File: src/rtl/core/rnrs_pkg.sv
`timescale 1ns / 1ps
`default_nettype none
// ----------------------------------------------------------------------------
// rnrs_pkg
// Shared types and constants for the road relay selector: field widths,
// register indexes, search modes and the sequencer step codes.
// ----------------------------------------------------------------------------
package rnrs_pkg;

  // Neighbor id width
  localparam int unsigned IdBits = 8;

  // Input field widths
  localparam int unsigned PosBits  = 16;
  localparam int unsigned VelBits  = 14;
  localparam int unsigned CfgBits  = 16;
  localparam int unsigned ModeBits = 2;

  // Shared multiplier operand and product widths
  localparam int unsigned MulBits  = 32;
  localparam int unsigned ProdBits = 2 * MulBits;

  // Intermediate widths, set by the input ranges
  localparam int unsigned D2Bits  = 32;  // dx^2 + dy^2 and R^2
  localparam int unsigned SBits   = 28;  // dvx^2 + dvy^2
  localparam int unsigned PcBits  = 31;  // signed dot and cross products
  localparam int unsigned WideBits = 60; // S*R^2, C^2 and their difference
  localparam int unsigned ABits   = 45;  // signed min_time*S + 16*P
  localparam int unsigned ALoBits = 32;  // low part of A
  localparam int unsigned AHiBits = 12;  // high part of positive A
  localparam int unsigned SqBits  = 88;  // A^2

  // Configuration register indexes
  typedef enum logic [0:0] {
    CfgRangeLimit  = 1'b0,
    CfgMinLinkTime = 1'b1
  } cfg_idx_e;

  localparam logic [CfgBits-1:0] RangeLimitReset  = 16'd3200;
  localparam logic [CfgBits-1:0] MinLinkTimeReset = 16'd16;

  // Search modes; any other code searches both directions
  localparam logic [ModeBits-1:0] ModeBoth    = 2'd0;
  localparam logic [ModeBits-1:0] ModeFwdOnly = 2'd1;
  localparam logic [ModeBits-1:0] ModeRevOnly = 2'd2;

  // Sequencer steps; each step issues at most one product
  typedef enum logic [4:0] {
    StepDxSq  = 5'd0,
    StepDySq  = 5'd1,
    StepRSq   = 5'd2,
    StepDyVx  = 5'd3,
    StepDxVy  = 5'd4,
    StepVxSq  = 5'd5,
    StepVySq  = 5'd6,
    StepDxVx  = 5'd7,
    StepCSq   = 5'd8,
    StepDyVy  = 5'd9,
    StepSR2   = 5'd10,
    StepMinS  = 5'd11,
    StepDd    = 5'd12,
    StepAlSq  = 5'd13,
    StepAlAh  = 5'd14,
    StepAhSq  = 5'd15,
    StepFinish = 5'd16
  } step_e;

  // Request into the shared multiplier
  typedef struct packed {
    logic               valid;
    step_e              tag;
    logic               neg;
    logic [MulBits-1:0] op_a;
    logic [MulBits-1:0] op_b;
  } mul_req_t;

  // Registered product out of the shared multiplier
  typedef struct packed {
    logic                valid;
    step_e               tag;
    logic                neg;
    logic [ProdBits-1:0] prod;
  } mul_rsp_t;

endpackage
`default_nettype wire

File: src/rtl/core/rnrs_if.sv
`timescale 1ns / 1ps
`default_nettype none
// ----------------------------------------------------------------------------
// rnrs_if
// Valid/ready channels of the road relay selector: the neighbor beat in and
// the relay result beat out.
// ----------------------------------------------------------------------------
interface rnrs_nbr_if;
  logic                                 valid;
  logic                                 ready;
  logic [rnrs_pkg::IdBits-1:0]          neighbor_id;
  logic signed [rnrs_pkg::PosBits-1:0]  rel_pos_x;
  logic signed [rnrs_pkg::PosBits-1:0]  rel_pos_y;
  logic signed [rnrs_pkg::VelBits-1:0]  rel_vel_x;
  logic signed [rnrs_pkg::VelBits-1:0]  rel_vel_y;
  logic [rnrs_pkg::ModeBits-1:0]        search_mode;
  logic                                 last_neighbor;

  modport source (
    output valid, neighbor_id, rel_pos_x, rel_pos_y, rel_vel_x, rel_vel_y,
           search_mode, last_neighbor,
    input  ready
  );
  modport sink (
    input  valid, neighbor_id, rel_pos_x, rel_pos_y, rel_vel_x, rel_vel_y,
           search_mode, last_neighbor,
    output ready
  );
endinterface

interface rnrs_relay_if;
  logic                        valid;
  logic                        ready;
  logic                        forward_found;
  logic [rnrs_pkg::IdBits-1:0] forward_id;
  logic                        reverse_found;
  logic [rnrs_pkg::IdBits-1:0] reverse_id;

  modport source (
    output valid, forward_found, forward_id, reverse_found, reverse_id,
    input  ready
  );
  modport sink (
    input  valid, forward_found, forward_id, reverse_found, reverse_id,
    output ready
  );
endinterface
`default_nettype wire

File: src/rtl/core/rnrs_mul.sv
`timescale 1ns / 1ps
`default_nettype none
// ----------------------------------------------------------------------------
// rnrs_mul
// Shared 32x32 unsigned multiplier with a registered product. The step tag
// and sign travel with the product so the caller knows where to fold it.
// ----------------------------------------------------------------------------
module rnrs_mul (
  input  wire logic               clk_i,
  input  wire logic               rst_ni,
  input  rnrs_pkg::mul_req_t      req_i,
  output rnrs_pkg::mul_rsp_t      rsp_o
);

  logic                          valid_q;
  rnrs_pkg::step_e               tag_q;
  logic                          neg_q;
  logic [rnrs_pkg::ProdBits-1:0] prod_q;

  // Track which products are real
  always_ff @(posedge clk_i or negedge rst_ni) begin
    if (!rst_ni) begin
      valid_q <= 1'b0;
    end else begin
      valid_q <= req_i.valid;
    end
  end

  // Register the product with its tag and sign
  always_ff @(posedge clk_i) begin
    tag_q  <= req_i.tag;
    neg_q  <= req_i.neg;
    prod_q <= req_i.op_a * req_i.op_b;
  end

  assign rsp_o.valid = valid_q;
  assign rsp_o.tag   = tag_q;
  assign rsp_o.neg   = neg_q;
  assign rsp_o.prod  = prod_q;

endmodule
`default_nettype wire

File: src/rtl/core/road_neighbor_relay_select.sv
`timescale 1ns / 1ps
`default_nettype none
// ----------------------------------------------------------------------------
// road_neighbor_relay_select
// Filters offered neighbors by range and link expiry time and keeps the
// farthest eligible neighbor ahead and behind along the road; reports the
// winners on the last neighbor of a round.
// ----------------------------------------------------------------------------
//  channel   dir  handshake           payload
//  nbr_i     in   valid/ready         id, rel pos x/y, rel vel x/y, mode, last
//  relay_o   out  valid/ready         forward found/id, reverse found/id
//  cfg       in   cfg_we_i            cfg_idx_i, cfg_wdata_i (write only)
//
//  After its accept, each neighbor beat runs through 17 sequencer steps (15
//  issue one product into the shared 32x32 multiplier, the other two settle
//  the range test and the last product), then a decision state before the
//  next accept.
//  nbr_i.ready is high only while the sequencer is idle.
//  A round's result sits in an output register; the decision cycle of the
//  next last neighbor waits while that register is still full.
//  Reset clears the selection store and loads the register defaults.
// ----------------------------------------------------------------------------
module road_neighbor_relay_select (
  input  wire logic                           clk_i,
  input  wire logic                           rst_ni,
  input  wire logic                           cfg_we_i,
  input  wire logic                           cfg_idx_i,
  input  wire logic [rnrs_pkg::CfgBits-1:0]   cfg_wdata_i,
  rnrs_nbr_if.sink                            nbr_i,
  rnrs_relay_if.source                        relay_o
);

  typedef enum logic [2:0] {
    StIdle   = 3'b001,
    StRun    = 3'b010,
    StDecide = 3'b100
  } state_e;

  localparam int unsigned IdW   = rnrs_pkg::IdBits;
  localparam int unsigned PosW  = rnrs_pkg::PosBits;
  localparam int unsigned VelW  = rnrs_pkg::VelBits;
  localparam int unsigned MulW  = rnrs_pkg::MulBits;
  localparam int unsigned D2W   = rnrs_pkg::D2Bits;
  localparam int unsigned SW    = rnrs_pkg::SBits;
  localparam int unsigned PcW   = rnrs_pkg::PcBits;
  localparam int unsigned WideW = rnrs_pkg::WideBits;
  localparam int unsigned AW    = rnrs_pkg::ABits;
  localparam int unsigned ALoW  = rnrs_pkg::ALoBits;
  localparam int unsigned AHiW  = rnrs_pkg::AHiBits;
  localparam int unsigned SqW   = rnrs_pkg::SqBits;

  // Configuration registers
  logic [rnrs_pkg::CfgBits-1:0] range_limit_q;
  logic [rnrs_pkg::CfgBits-1:0] min_link_time_q;

  always_ff @(posedge clk_i or negedge rst_ni) begin
    if (!rst_ni) begin
      range_limit_q   <= rnrs_pkg::RangeLimitReset;
      min_link_time_q <= rnrs_pkg::MinLinkTimeReset;
    end else if (cfg_we_i) begin
      unique case (rnrs_pkg::cfg_idx_e'(cfg_idx_i))
        rnrs_pkg::CfgRangeLimit:  range_limit_q   <= cfg_wdata_i;
        rnrs_pkg::CfgMinLinkTime: min_link_time_q <= cfg_wdata_i;
        default: ;
      endcase
    end
  end

  // Sequencer
  state_e          state_q, state_d;
  rnrs_pkg::step_e step_q, step_d;
  logic            nbr_fire;
  logic            relay_fire;
  logic            out_valid_q;
  logic            last_q;
  logic            dec_go;

  assign nbr_fire   = nbr_i.valid && nbr_i.ready;
  assign relay_fire = out_valid_q && relay_o.ready;
  assign dec_go     = (state_q == StDecide) && !(last_q && out_valid_q && !relay_o.ready);
  assign nbr_i.ready = (state_q == StIdle);

  always_comb begin
    state_d = state_q;
    step_d  = step_q;
    unique case (state_q)
      StIdle: begin
        if (nbr_fire) begin
          state_d = StRun;
          step_d  = rnrs_pkg::StepDxSq;
        end
      end
      StRun: begin
        if (step_q == rnrs_pkg::StepFinish) begin
          state_d = StDecide;
        end else begin
          step_d = rnrs_pkg::step_e'(step_q + 5'd1);
        end
      end
      StDecide: begin
        if (dec_go) begin
          state_d = StIdle;
        end
      end
      default: state_d = StIdle;
    endcase
  end

  always_ff @(posedge clk_i or negedge rst_ni) begin
    if (!rst_ni) begin
      state_q <= StIdle;
      step_q  <= rnrs_pkg::StepDxSq;
    end else begin
      state_q <= state_d;
      step_q  <= step_d;
    end
  end

  // Capture the neighbor beat as magnitudes and signs
  logic [IdW-1:0]                id_q;
  logic [PosW-1:0]               dx_mag_q, dy_mag_q;
  logic                          dx_neg_q, dy_neg_q;
  logic [VelW-1:0]               vx_mag_q, vy_mag_q;
  logic                          vx_neg_q, vy_neg_q;
  logic [rnrs_pkg::ModeBits-1:0] mode_q;

  always_ff @(posedge clk_i) begin
    if (nbr_fire) begin
      id_q     <= nbr_i.neighbor_id;
      dx_neg_q <= nbr_i.rel_pos_x[PosW-1];
      dy_neg_q <= nbr_i.rel_pos_y[PosW-1];
      vx_neg_q <= nbr_i.rel_vel_x[VelW-1];
      vy_neg_q <= nbr_i.rel_vel_y[VelW-1];
      dx_mag_q <= nbr_i.rel_pos_x[PosW-1] ? PosW'(-nbr_i.rel_pos_x) : nbr_i.rel_pos_x;
      dy_mag_q <= nbr_i.rel_pos_y[PosW-1] ? PosW'(-nbr_i.rel_pos_y) : nbr_i.rel_pos_y;
      vx_mag_q <= nbr_i.rel_vel_x[VelW-1] ? VelW'(-nbr_i.rel_vel_x) : nbr_i.rel_vel_x;
      vy_mag_q <= nbr_i.rel_vel_y[VelW-1] ? VelW'(-nbr_i.rel_vel_y) : nbr_i.rel_vel_y;
      mode_q   <= nbr_i.search_mode;
    end
  end

  always_ff @(posedge clk_i or negedge rst_ni) begin
    if (!rst_ni) begin
      last_q <= 1'b0;
    end else if (nbr_fire) begin
      last_q <= nbr_i.last_neighbor;
    end
  end

  // Working registers
  logic [D2W-1:0]          d2_q, r2_q;
  logic [SW-1:0]           s_q;
  logic signed [PcW-1:0]   p_q, c_q;
  logic [WideW-1:0]        c2_q, sr2_q, dd_q;
  logic signed [AW-1:0]    a_q;
  logic [SqW-1:0]          sq_q;
  logic                    range_ok_q;
  logic [PcW-2:0]          c_mag;
  logic [ALoW-1:0]         a_lo;
  logic [AHiW-1:0]         a_hi;

  assign c_mag = c_q[PcW-1] ? (PcW-1)'(-c_q) : c_q[PcW-2:0];
  assign a_lo  = a_q[ALoW-1:0];
  assign a_hi  = a_q[ALoW+AHiW-1:ALoW];

  // Pick the operands of this step's product
  rnrs_pkg::mul_req_t mul_req;
  rnrs_pkg::mul_rsp_t mul_rsp;

  always_comb begin
    mul_req.valid = (state_q == StRun);
    mul_req.tag   = step_q;
    mul_req.neg   = 1'b0;
    mul_req.op_a  = '0;
    mul_req.op_b  = '0;
    unique case (step_q)
      rnrs_pkg::StepDxSq: begin
        mul_req.op_a = MulW'(dx_mag_q);
        mul_req.op_b = MulW'(dx_mag_q);
      end
      rnrs_pkg::StepDySq: begin
        mul_req.op_a = MulW'(dy_mag_q);
        mul_req.op_b = MulW'(dy_mag_q);
      end
      rnrs_pkg::StepRSq: begin
        mul_req.op_a = MulW'(range_limit_q);
        mul_req.op_b = MulW'(range_limit_q);
      end
      rnrs_pkg::StepDyVx: begin
        mul_req.op_a = MulW'(dy_mag_q);
        mul_req.op_b = MulW'(vx_mag_q);
        mul_req.neg  = dy_neg_q ^ vx_neg_q;
      end
      rnrs_pkg::StepDxVy: begin
        // enters the cross product with a minus sign
        mul_req.op_a = MulW'(dx_mag_q);
        mul_req.op_b = MulW'(vy_mag_q);
        mul_req.neg  = !(dx_neg_q ^ vy_neg_q);
      end
      rnrs_pkg::StepVxSq: begin
        mul_req.op_a = MulW'(vx_mag_q);
        mul_req.op_b = MulW'(vx_mag_q);
      end
      rnrs_pkg::StepVySq: begin
        mul_req.op_a = MulW'(vy_mag_q);
        mul_req.op_b = MulW'(vy_mag_q);
      end
      rnrs_pkg::StepDxVx: begin
        mul_req.op_a = MulW'(dx_mag_q);
        mul_req.op_b = MulW'(vx_mag_q);
        mul_req.neg  = dx_neg_q ^ vx_neg_q;
      end
      rnrs_pkg::StepCSq: begin
        mul_req.op_a = MulW'(c_mag);
        mul_req.op_b = MulW'(c_mag);
      end
      rnrs_pkg::StepDyVy: begin
        mul_req.op_a = MulW'(dy_mag_q);
        mul_req.op_b = MulW'(vy_mag_q);
        mul_req.neg  = dy_neg_q ^ vy_neg_q;
      end
      rnrs_pkg::StepSR2: begin
        mul_req.op_a = MulW'(s_q);
        mul_req.op_b = MulW'(r2_q);
      end
      rnrs_pkg::StepMinS: begin
        mul_req.op_a = MulW'(min_link_time_q);
        mul_req.op_b = MulW'(s_q);
      end
      rnrs_pkg::StepAlSq: begin
        mul_req.op_a = a_lo;
        mul_req.op_b = a_lo;
      end
      rnrs_pkg::StepAlAh: begin
        mul_req.op_a = a_lo;
        mul_req.op_b = MulW'(a_hi);
      end
      rnrs_pkg::StepAhSq: begin
        mul_req.op_a = MulW'(a_hi);
        mul_req.op_b = MulW'(a_hi);
      end
      rnrs_pkg::StepDd, rnrs_pkg::StepFinish: begin
        mul_req.valid = 1'b0;
      end
      default: mul_req.valid = 1'b0;
    endcase
  end

  rnrs_mul u_mul (
    .clk_i  (clk_i),
    .rst_ni (rst_ni),
    .req_i  (mul_req),
    .rsp_o  (mul_rsp)
  );

  // Fold each registered product into its target
  always_ff @(posedge clk_i) begin
    if (mul_rsp.valid) begin
      case (mul_rsp.tag)
        rnrs_pkg::StepDxSq: d2_q <= mul_rsp.prod[D2W-1:0];
        rnrs_pkg::StepDySq: d2_q <= d2_q + mul_rsp.prod[D2W-1:0];
        rnrs_pkg::StepRSq:  r2_q <= mul_rsp.prod[D2W-1:0];
        rnrs_pkg::StepDyVx: begin
          c_q <= mul_rsp.neg ? PcW'(0) - $signed(mul_rsp.prod[PcW-1:0])
                             : $signed(mul_rsp.prod[PcW-1:0]);
        end
        rnrs_pkg::StepDxVy: begin
          c_q <= mul_rsp.neg ? c_q - $signed(mul_rsp.prod[PcW-1:0])
                             : c_q + $signed(mul_rsp.prod[PcW-1:0]);
        end
        rnrs_pkg::StepVxSq: s_q <= mul_rsp.prod[SW-1:0];
        rnrs_pkg::StepVySq: s_q <= s_q + mul_rsp.prod[SW-1:0];
        rnrs_pkg::StepDxVx: begin
          p_q <= mul_rsp.neg ? PcW'(0) - $signed(mul_rsp.prod[PcW-1:0])
                             : $signed(mul_rsp.prod[PcW-1:0]);
        end
        rnrs_pkg::StepCSq:  c2_q <= mul_rsp.prod[WideW-1:0];
        rnrs_pkg::StepDyVy: begin
          p_q <= mul_rsp.neg ? p_q - $signed(mul_rsp.prod[PcW-1:0])
                             : p_q + $signed(mul_rsp.prod[PcW-1:0]);
        end
        rnrs_pkg::StepSR2:  sr2_q <= mul_rsp.prod[WideW-1:0];
        rnrs_pkg::StepMinS: begin
          a_q <= $signed({{(AW-PcW-4){p_q[PcW-1]}}, p_q, 4'b0000})
               + $signed({1'b0, mul_rsp.prod[AW-2:0]});
        end
        rnrs_pkg::StepAlSq: sq_q <= SqW'(mul_rsp.prod);
        rnrs_pkg::StepAlAh: begin
          sq_q <= sq_q + {mul_rsp.prod[SqW-ALoW-2:0], {(ALoW+1){1'b0}}};
        end
        rnrs_pkg::StepAhSq: begin
          sq_q <= sq_q + {mul_rsp.prod[SqW-2*ALoW-1:0], {(2*ALoW){1'b0}}};
        end
        default: ;
      endcase
    end
    // Range test and the discriminant, once their inputs are settled
    if (state_q == StRun && step_q == rnrs_pkg::StepDd) begin
      range_ok_q <= (d2_q <= r2_q);
      dd_q       <= (sr2_q > c2_q) ? sr2_q - c2_q : '0;
    end
  end

  // Eligibility decision
  logic a_pos, s_zero, below, eligible;
  assign a_pos    = !a_q[AW-1] && (a_q != '0);
  assign s_zero   = (s_q == '0);
  assign below    = {{(SqW-WideW-8){1'b0}}, dd_q, 8'b0} < sq_q;
  assign eligible = range_ok_q && (s_zero || !a_pos || !below);

  // Selection store
  logic [PosW-1:0] best_fwd_dist_q, best_rev_dist_q;
  logic [IdW-1:0]  best_fwd_node_q, best_rev_node_q;
  logic            fwd_valid_q, rev_valid_q;
  logic            fwd_win, rev_win;
  logic            want_fwd, want_rev;
  logic            fwd_found, rev_found;

  assign fwd_win  = eligible && !dx_neg_q && (dx_mag_q > best_fwd_dist_q);
  assign rev_win  = eligible && dx_neg_q && (dx_mag_q > best_rev_dist_q);
  assign want_fwd = (mode_q != rnrs_pkg::ModeRevOnly);
  assign want_rev = (mode_q != rnrs_pkg::ModeFwdOnly);
  assign fwd_found = want_fwd && (fwd_valid_q || fwd_win);
  assign rev_found = want_rev && (rev_valid_q || rev_win);

  always_ff @(posedge clk_i or negedge rst_ni) begin
    if (!rst_ni) begin
      best_fwd_dist_q <= '0;
      best_fwd_node_q <= '0;
      fwd_valid_q     <= 1'b0;
      best_rev_dist_q <= '0;
      best_rev_node_q <= '0;
      rev_valid_q     <= 1'b0;
    end else if (dec_go) begin
      if (last_q) begin
        // round ends: drop all winners
        best_fwd_dist_q <= '0;
        best_fwd_node_q <= '0;
        fwd_valid_q     <= 1'b0;
        best_rev_dist_q <= '0;
        best_rev_node_q <= '0;
        rev_valid_q     <= 1'b0;
      end else begin
        if (fwd_win) begin
          best_fwd_dist_q <= dx_mag_q;
          best_fwd_node_q <= id_q;
          fwd_valid_q     <= 1'b1;
        end
        if (rev_win) begin
          best_rev_dist_q <= dx_mag_q;
          best_rev_node_q <= id_q;
          rev_valid_q     <= 1'b1;
        end
      end
    end
  end

  // Result register
  logic           fwd_found_q, rev_found_q;
  logic [IdW-1:0] fwd_id_q, rev_id_q;

  always_ff @(posedge clk_i or negedge rst_ni) begin
    if (!rst_ni) begin
      out_valid_q <= 1'b0;
    end else if (dec_go && last_q) begin
      out_valid_q <= 1'b1;
    end else if (relay_fire) begin
      out_valid_q <= 1'b0;
    end
  end

  always_ff @(posedge clk_i) begin
    if (dec_go && last_q) begin
      fwd_found_q <= fwd_found;
      rev_found_q <= rev_found;
      fwd_id_q    <= fwd_found ? (fwd_win ? id_q : best_fwd_node_q) : '0;
      rev_id_q    <= rev_found ? (rev_win ? id_q : best_rev_node_q) : '0;
    end
  end

  assign relay_o.valid         = out_valid_q;
  assign relay_o.forward_found = fwd_found_q;
  assign relay_o.forward_id    = fwd_id_q;
  assign relay_o.reverse_found = rev_found_q;
  assign relay_o.reverse_id    = rev_id_q;

  // Checks
  a_out_from_last: assert property (@(posedge clk_i) disable iff (!rst_ni)
    $rose(out_valid_q) |-> $past(dec_go && last_q))
    else $error("result raised without a finished last neighbor");

  a_clear_after_last: assert property (@(posedge clk_i) disable iff (!rst_ni)
    (dec_go && last_q) |=> (!fwd_valid_q && !rev_valid_q))
    else $error("store not cleared after round");

  a_fwd_dist_valid: assert property (@(posedge clk_i) disable iff (!rst_ni)
    fwd_valid_q == (best_fwd_dist_q != '0))
    else $error("forward valid disagrees with stored distance");

  a_rev_dist_valid: assert property (@(posedge clk_i) disable iff (!rst_ni)
    rev_valid_q == (best_rev_dist_q != '0))
    else $error("reverse valid disagrees with stored distance");

  a_no_drop_result: assert property (@(posedge clk_i) disable iff (!rst_ni)
    (out_valid_q && !relay_o.ready) |=> out_valid_q)
    else $error("result lost while stalled");

endmodule
`default_nettype wire

File: src/flat_wrapper.sv
// flat-port wrapper written by rule: the top's interface ports become plain ports
module road_neighbor_relay_select_flat 
  (clk_i, rst_ni, cfg_we_i, cfg_idx_i, cfg_wdata_i, nbr_i_valid, nbr_i_neighbor_id, nbr_i_rel_pos_x, nbr_i_rel_pos_y, nbr_i_rel_vel_x, nbr_i_rel_vel_y, nbr_i_search_mode, nbr_i_last_neighbor, nbr_i_ready, relay_o_valid, relay_o_forward_found, relay_o_forward_id, relay_o_reverse_found, relay_o_reverse_id, relay_o_ready);
  rnrs_nbr_if nbr_i_i ();
  rnrs_relay_if relay_o_i ();
  input  wire logic clk_i;
  input  wire logic rst_ni;
  input  wire logic cfg_we_i;
  input  wire logic cfg_idx_i;
  input  wire logic [rnrs_pkg::CfgBits-1:0] cfg_wdata_i;
  input wire logic [$bits(nbr_i_i.valid)-1:0] nbr_i_valid;
  input wire logic [$bits(nbr_i_i.neighbor_id)-1:0] nbr_i_neighbor_id;
  input wire logic [$bits(nbr_i_i.rel_pos_x)-1:0] nbr_i_rel_pos_x;
  input wire logic [$bits(nbr_i_i.rel_pos_y)-1:0] nbr_i_rel_pos_y;
  input wire logic [$bits(nbr_i_i.rel_vel_x)-1:0] nbr_i_rel_vel_x;
  input wire logic [$bits(nbr_i_i.rel_vel_y)-1:0] nbr_i_rel_vel_y;
  input wire logic [$bits(nbr_i_i.search_mode)-1:0] nbr_i_search_mode;
  input wire logic [$bits(nbr_i_i.last_neighbor)-1:0] nbr_i_last_neighbor;
  output wire logic [$bits(nbr_i_i.ready)-1:0] nbr_i_ready;
  output wire logic [$bits(relay_o_i.valid)-1:0] relay_o_valid;
  output wire logic [$bits(relay_o_i.forward_found)-1:0] relay_o_forward_found;
  output wire logic [$bits(relay_o_i.forward_id)-1:0] relay_o_forward_id;
  output wire logic [$bits(relay_o_i.reverse_found)-1:0] relay_o_reverse_found;
  output wire logic [$bits(relay_o_i.reverse_id)-1:0] relay_o_reverse_id;
  input wire logic [$bits(relay_o_i.ready)-1:0] relay_o_ready;
  assign nbr_i_i.valid = nbr_i_valid;
  assign nbr_i_i.neighbor_id = nbr_i_neighbor_id;
  assign nbr_i_i.rel_pos_x = nbr_i_rel_pos_x;
  assign nbr_i_i.rel_pos_y = nbr_i_rel_pos_y;
  assign nbr_i_i.rel_vel_x = nbr_i_rel_vel_x;
  assign nbr_i_i.rel_vel_y = nbr_i_rel_vel_y;
  assign nbr_i_i.search_mode = nbr_i_search_mode;
  assign nbr_i_i.last_neighbor = nbr_i_last_neighbor;
  assign nbr_i_ready = nbr_i_i.ready;
  assign relay_o_valid = relay_o_i.valid;
  assign relay_o_forward_found = relay_o_i.forward_found;
  assign relay_o_forward_id = relay_o_i.forward_id;
  assign relay_o_reverse_found = relay_o_i.reverse_found;
  assign relay_o_reverse_id = relay_o_i.reverse_id;
  assign relay_o_i.ready = relay_o_ready;
  road_neighbor_relay_select u_core (.clk_i(clk_i), .rst_ni(rst_ni), .cfg_we_i(cfg_we_i), .cfg_idx_i(cfg_idx_i), .cfg_wdata_i(cfg_wdata_i), .nbr_i(nbr_i_i), .relay_o(relay_o_i));
endmodule
File: config.mk
export PLATFORM = sky130hd
export DESIGN_NAME = road_neighbor_relay_select_flat
export DESIGN_NICKNAME = d
export VERILOG_FILES = /design/src/rtl/core/rnrs_pkg.sv /design/src/rtl/core/rnrs_if.sv /design/src/rtl/core/rnrs_mul.sv /design/src/rtl/core/road_neighbor_relay_select.sv /design/src/flat_wrapper.sv
export SDC_FILE = /design/constraint.sdc
export NUM_CORES = 2
export LEC_CHECK = 0
export BUFFER_PORTS_ARGS = -buffer_cell sky130_fd_sc_hd__buf_2
export CORE_MARGIN = 10
export CORE_UTILIZATION = 46
export DETAILED_ROUTE_END_ITERATION = 8
export PLACE_DENSITY_LB_ADDON = 0.2
export SYNTH_ARGS = -nofsm -noshare
export SYNTH_HDL_FRONTEND = slang
export SYNTH_SLANG_ARGS = --single-unit
File: constraint.sdc
create_clock -name clk_i -period 15.7 [get_ports clk_i]
set_input_delay 3.14 -clock clk_i [delete_from_list [all_inputs] [get_ports clk_i]]
set_output_delay 3.14 -clock clk_i [all_outputs]
set_load 0.03 [all_outputs]
Yosys cells after proc, flatten, opt, wreduce, memory -nomap -nowiden
Cells that the tools add are included.
- register bits: 723
- input port bits: 93
- output and inout bits: 20
- $add $sub $neg: 17
- multipliers: 1
- $lt $le $gt $ge: 5
- equality and inequality tests: 39
- multiplexer cells: 37
- bitwise gates (word level): 5
- reduce and logical (&&, ||, !) cells: 55
- operators by type and width (cell ; number):
    64-bit one-hot mux with 15 select lines ; 1
    88-bit one-hot mux with 3 select lines ; 1
    88-bit adder ; 2
    31-bit one-hot mux with 2 select lines ; 2
    31-bit 2-to-1 mux ; 3
    68-bit by 88-bit less-than comparator with 1-bit output ; 1
    5-bit by 4-bit equality test with 1-bit output, second input constant ; 15
    32-bit by 32-bit multiplier with 64-bit output ; 1
    16-bit 2-to-1 mux ; 4
    32-bit one-hot mux with 2 select lines ; 1
    31-bit adder ; 2
    31-bit subtractor ; 2
    60-bit greater-than comparator ; 1
    60-bit subtractor ; 1
    28-bit one-hot mux with 2 select lines ; 1
    35-bit by 45-bit adder with 45-bit output ; 1
    45-bit nonzero test ; 1
    5-bit by 3-bit equality test with 1-bit output, second input constant ; 8
    32-bit adder ; 1
    16-bit greater-than comparator ; 2
    32-bit <= comparator ; 1
    8-bit 2-to-1 mux ; 4
    16-bit negator ; 2
    1-bit by 31-bit subtractor with 31-bit output, first input constant ; 1
    other kinds (33) ; 100

Logic depth before layout (Yosys ltp)
- depth after elaboration: 10
- depth in mapped cells: 41
- depth with buffers taken out: 38

Modules after synthesis
Synthesis repeated with hierarchy kept, for this count alone.
- cells, all modules: 8657
- area, all modules: 81540.7 sq um
- by module, submodules not included (module ; instances ; cells each ; area an instance (sq um) ; seq. area each (sq um)):
    road_neighbor_relay_select ; 1 ; 4793 ; 46378.2 ; 19124.6
    rnrs_mul ; 1 ; 3864 ; 35162.5 ; 1426.4

Worst setup path after synthesis
OpenSTA, ideal clock, no wires.
- path type: register to register
- start: reg u_core.c_q[15]
- end: reg u_core.u_mul.prod_q[63] in the netlist's numbering
- arrival time: 9.784 ns
- required time: 15.571 ns
- slack: 5.786 ns
- cell stages (with the launch flop): 38
- path buffers: 3
- clock period less this slack: 9.914 ns
- cell sequence: edfxtp_1 or4_4 or4_1 or2_1 or3_4 o31ai_1 xor2_1 nor2_1 a21o_1 buf_2 buf_2 nand2_1 fa_1 inv_1 fa_1 fa_1 inv_1 fa_1 [... 2 more ...] fa_1 fa_1 inv_1 fa_1 inv_1 ha_1 clkbuf_1 a21oi_1 o21ai_0 a21o_1 a21o_1 a21o_1 a21oi_1 a2bb2oi_1 o21ai_0 a311oi_1 o311ai_0 xnor2_1
- longest elaborated chain between the ends: 4
- ends and longest elaborated chain (element ; RTL line ; source):
    start: declaration ; road_neighbor_relay_select.sv:153 ; logic signed [PcW-1:0] p_q, c_q;
    start signal: assignment ; road_neighbor_relay_select.sv:264 ; c_q <= mul_rsp.neg ? PcW'(0) - $signed(mul_rsp.prod[PcW-1:0])
    start signal: assignment ; road_neighbor_relay_select.sv:268 ; c_q <= mul_rsp.neg ? c_q - $signed(mul_rsp.prod[PcW-1:0])
    30-bit negator ; road_neighbor_relay_select.sv:162 ; assign c_mag = c_q[PcW-1] ? (PcW-1)'(-c_q) : c_q[PcW-2:0];
    30-bit 2-to-1 mux (*) ; road_neighbor_relay_select.sv:162 ;
    64-bit one-hot mux with 15 select lines (*) ; road_neighbor_relay_select.sv:176 ; unique case (step_q)
    32-bit by 32-bit multiplier with 64-bit output (*) ; rnrs_mul.sv:33 ; prod_q <= req_i.op_a * req_i.op_b;
    end signal: assignment ; rnrs_mul.sv:33 ;
    end: declaration ; rnrs_mul.sv:18 ; logic [rnrs_pkg::ProdBits-1:0] prod_q;
Mark *: on every way between the ends. The rest lies on a longest branch, timed or not.
A chain may end at the register's enable or synchronous reset.

Final worst setup path
- start: reg u_core.c_q[4]
- end: reg u_core.u_mul.prod_q[61] in the netlist's numbering
The elaborated chain is that of the path after synthesis.

==> metrics.md <==
| Metric | Value |
|---|---|
| CTS Hold Bufs | `0` |
| Busiest grt layer | `met2` |
| CTS H-tree depth | `3` |
| Post-synthesis sequential area ratio | `0.255` |
| Final setup vio count | `0` |
| Total CTS buffers | `~80` |
| Post-DRT Antenna Nets | `0` |
| Number of clock sinks | `~720` |
| WL final | `a little over 300000 µm` |
| Setup CP Type | `reg -> reg` |
| Adder-cell share of the synthesized area | `0.332` |
| Worst EP required | `approximately 16000 ps` |
| Syn Area/Cell | `approximately 9.2 µm²` |
| Max clock buf depth | `3` |
| Remaining DRCs | `0` |
| DIE HEIGHT | `439 µm` |
| Minimum clock period | `about 12000 ps` |
| Min-delay worst type | `reg -> reg` |
| Final setup TNS | `0 ps` |
| WP data arrival | `between 10000 and 15000 ps` |
| Main area contributors after synthesis | `fa_1 (22%), edfxtp_1 (21%), ha_1 (11%)` |
| DRT iter0 DRCs | `between 6000 and 7000` |
| Unique cell type count in the Yosys netlist | `89` |
| Synth top cells by count | `inv_1 (1316), nand2_1 (992), fa_1 (904), nor2_1 (869), ha_1 (693)` |
| Mapped cell area | `80700 µm²` |
| RSZ-0062 raised after global routing | `false` |
| Fmax | `84.5 MHz` |
| Pre-antenna DRT Iters | `6` |
| CP Launch Type | `register` |
| GR Util met3 | `0.0889` |
| CTS root buf | `clkbuf_16` |
| Compound-Gate Fraction of Synth Area | `0.135` |
| Area delta synth->final | `7.71%` |
| Net count, final | `approximately 10000` |
| Largest net degree at the start of global routing | `80` |
| Mapped Nets | `10456` |
| XOR/XNOR Fraction of Synth Area | `0.0470` |
| Crit. End Element | `register` |
| Most used cell, CP | `fa_1` |
| Final period utilization | `0.754` |
| Ys async rst share | `0.129` |
| Post-synth EDFFs | `560` |
| Largest family of logic cells by synthesized area | `adder cells` |
| Simple-Gate Fraction of Synth Area | `0.143` |
| Share of layout cells above drive strength 1 | `0.0656` |
| Post_cts resized | `0` |
| Chip Width | `between 400 and 500 µm` |
| DP Wirelength | `~230000 µm` |
| Clock Latency Late Sink | `710 ps` |
| Routability cong. | `around 1` |
| Crit path buffers/inverters | `5` |
| Post-place instance area | `about 84000 µm²` |
| Crit path max-delay family | `adder cells` |
| Clock skew | `between 30 and 40 ps` |
| Design Area, Final | `between 80000 and 90000 µm²` |
| First-pass GRT wire length | `~440000 µm` |
| Pins Over Slew Limit | `0` |
| Primary FF master, synth | `edfxtp_1` |
| Starting Density | `0.463` |
| Routed vias | `66732` |
| Leading area contributor after synthesis | `fa_1` |
| GR Util met2 | `0.461` |
| Worst path slowest cell | `o21ai_0` |
| Clk slew on worst S/H paths | `roughly 60 ps` |
| Initial antenna violation count | `21` |
| Utilization after layout | `0.499` |
| Max-cap violations | `0` |
| Fill count | `approximately 16000` |
| Relative max-transition margin | `0.180` |
| Warnings, synthesis | `0` |
| Total GRT Usage | `0.308` |
| Synth Instances | `approximately 8800` |
| Most common cell in the netlist | `inv_1` |
| Met1 Track Usage GR | `0.405` |
| CP max stage delay | `790 ps` |
| Core area | `roughly 170000 µm²` |
| Final hold viol count | `0` |
| Vias in the first global route | `approximately 67000` |
| Postcts setup bufs | `0` |
| TritonCTS clock tree | `yes` |
| Total global routing overflow | `0` |
| Crit-path max FO | `17` |
| PortBufs | `112` |
| Routed wire length per instance | `around 27 µm` |
| Register bit total from synthesis | `between 700 and 800` |
| Outcome | `complete, no violations` |
| Rows | `153` |
| I/O pins | `between 100 and 150` |
| Tightest Pin Transition | `approximately 1200 ps` |
| Area of the die | `193000 µm²` |
| Mux contribution to synthesized area | `0.00860` |
| Vias per cell | `approximately 6` |
| Area share of the largest cell type after synthesis | `0.224` |
-- worst paths after layout --
path | from | to | slack, ps | cells after the start
min in group asynchronous | rst_ni | u_core.range_limit_q[3]$_DFFE_PN0P_ | 2370 | 1
min reg2reg | u_core.best_rev_dist_q[14]$_DFFE_PN0P_ | u_core.best_rev_dist_q[14]$_DFFE_PN0P_ | 500 | 1
min | u_core.best_rev_dist_q[14]$_DFFE_PN0P_ | u_core.best_rev_dist_q[14]$_DFFE_PN0P_ | 500 | 1
max in group asynchronous | rst_ni | u_core.best_fwd_node_q[5]$_DFFE_PN0P_ | 12130 | 2
max reg2reg | u_core.c_q[4]$_DFFE_PP_ | u_core.u_mul.prod_q[61]$_DFF_P_ | 3870 | 32
max | u_core.c_q[4]$_DFFE_PP_ | u_core.u_mul.prod_q[61]$_DFF_P_ | 3870 | 32
-- metal layers --
metal  routed length [µm]  up-vias
li1                     -    29283
met1               120000    33150
met2               127000     3490
met3                33900      787
met4                20200       22
met5                  149        -
-- state kept, by name (all words and copies together), names as in the netlist, 28 cells and up --
signal               count
u_core.c2_q             60
u_core.u_mul.prod_q     64
u_core.sr2_q            60
u_core.c_q              31
u_core.s_q              28
u_core.d2_q             32
u_core.dd_q             60
u_core.a_q              45
u_core.r2_q             32
u_core.sq_q             88
u_core.p_q              31
-- layout make-up --
type,count,area [µm²],area share
antenna,5,12.5,0.000144
clock buffer,113,2250,0.0259
clock inverter,38,412,0.00473
inverter,1316,4940,0.0568
multi-input combinational,6355,54000,0.621
sequential,723,20600,0.236
tap,2325,2910,0.0335
timing repair buffer,283,1850,0.0212
-- placed cells by master (no fill, tap or decap), types with 176 or more instances in the layout --
master       n
a21o_1     188
a21oi_1    446
edfxtp_1   560
fa_1       904
ha_1       693
inv_1     1316
nand2_1    992
nor2_1     861
o21ai_0    351
xnor2_1    257
xor2_1     176
-- per-stage QoR --
| step | setup slack (ps) | hold slack, ps | cells |
|---|---|---|---|
| finish | 3870 | 496 | 11158 |
| global route | 3330 | 521 | 11153 |
| detailed placement | 4130 | 481 | 11002 |
| global placement | 4220 | 482 | 11002 |
| CTS | 4070 | 502 | 11153 |
| floorplan | 5790 | 345 | 8766 |
-- cells by family after synthesis --
| group | after synthesis |
|---|---|
| buffers and inverters | 1688 |
| XOR/XNOR | 433 |
| adder cells (fa/ha/maj) | 1597 |
| flip-flops | 723 |
| AO/OA/AOI/OAI | 1645 |
| multiplexers | 65 |
| AND/OR/NAND/NOR | 2615 |
Power is not shown: default switching activity piles up to over one toggle a cycle in this logic, so the estimate is an artifact.
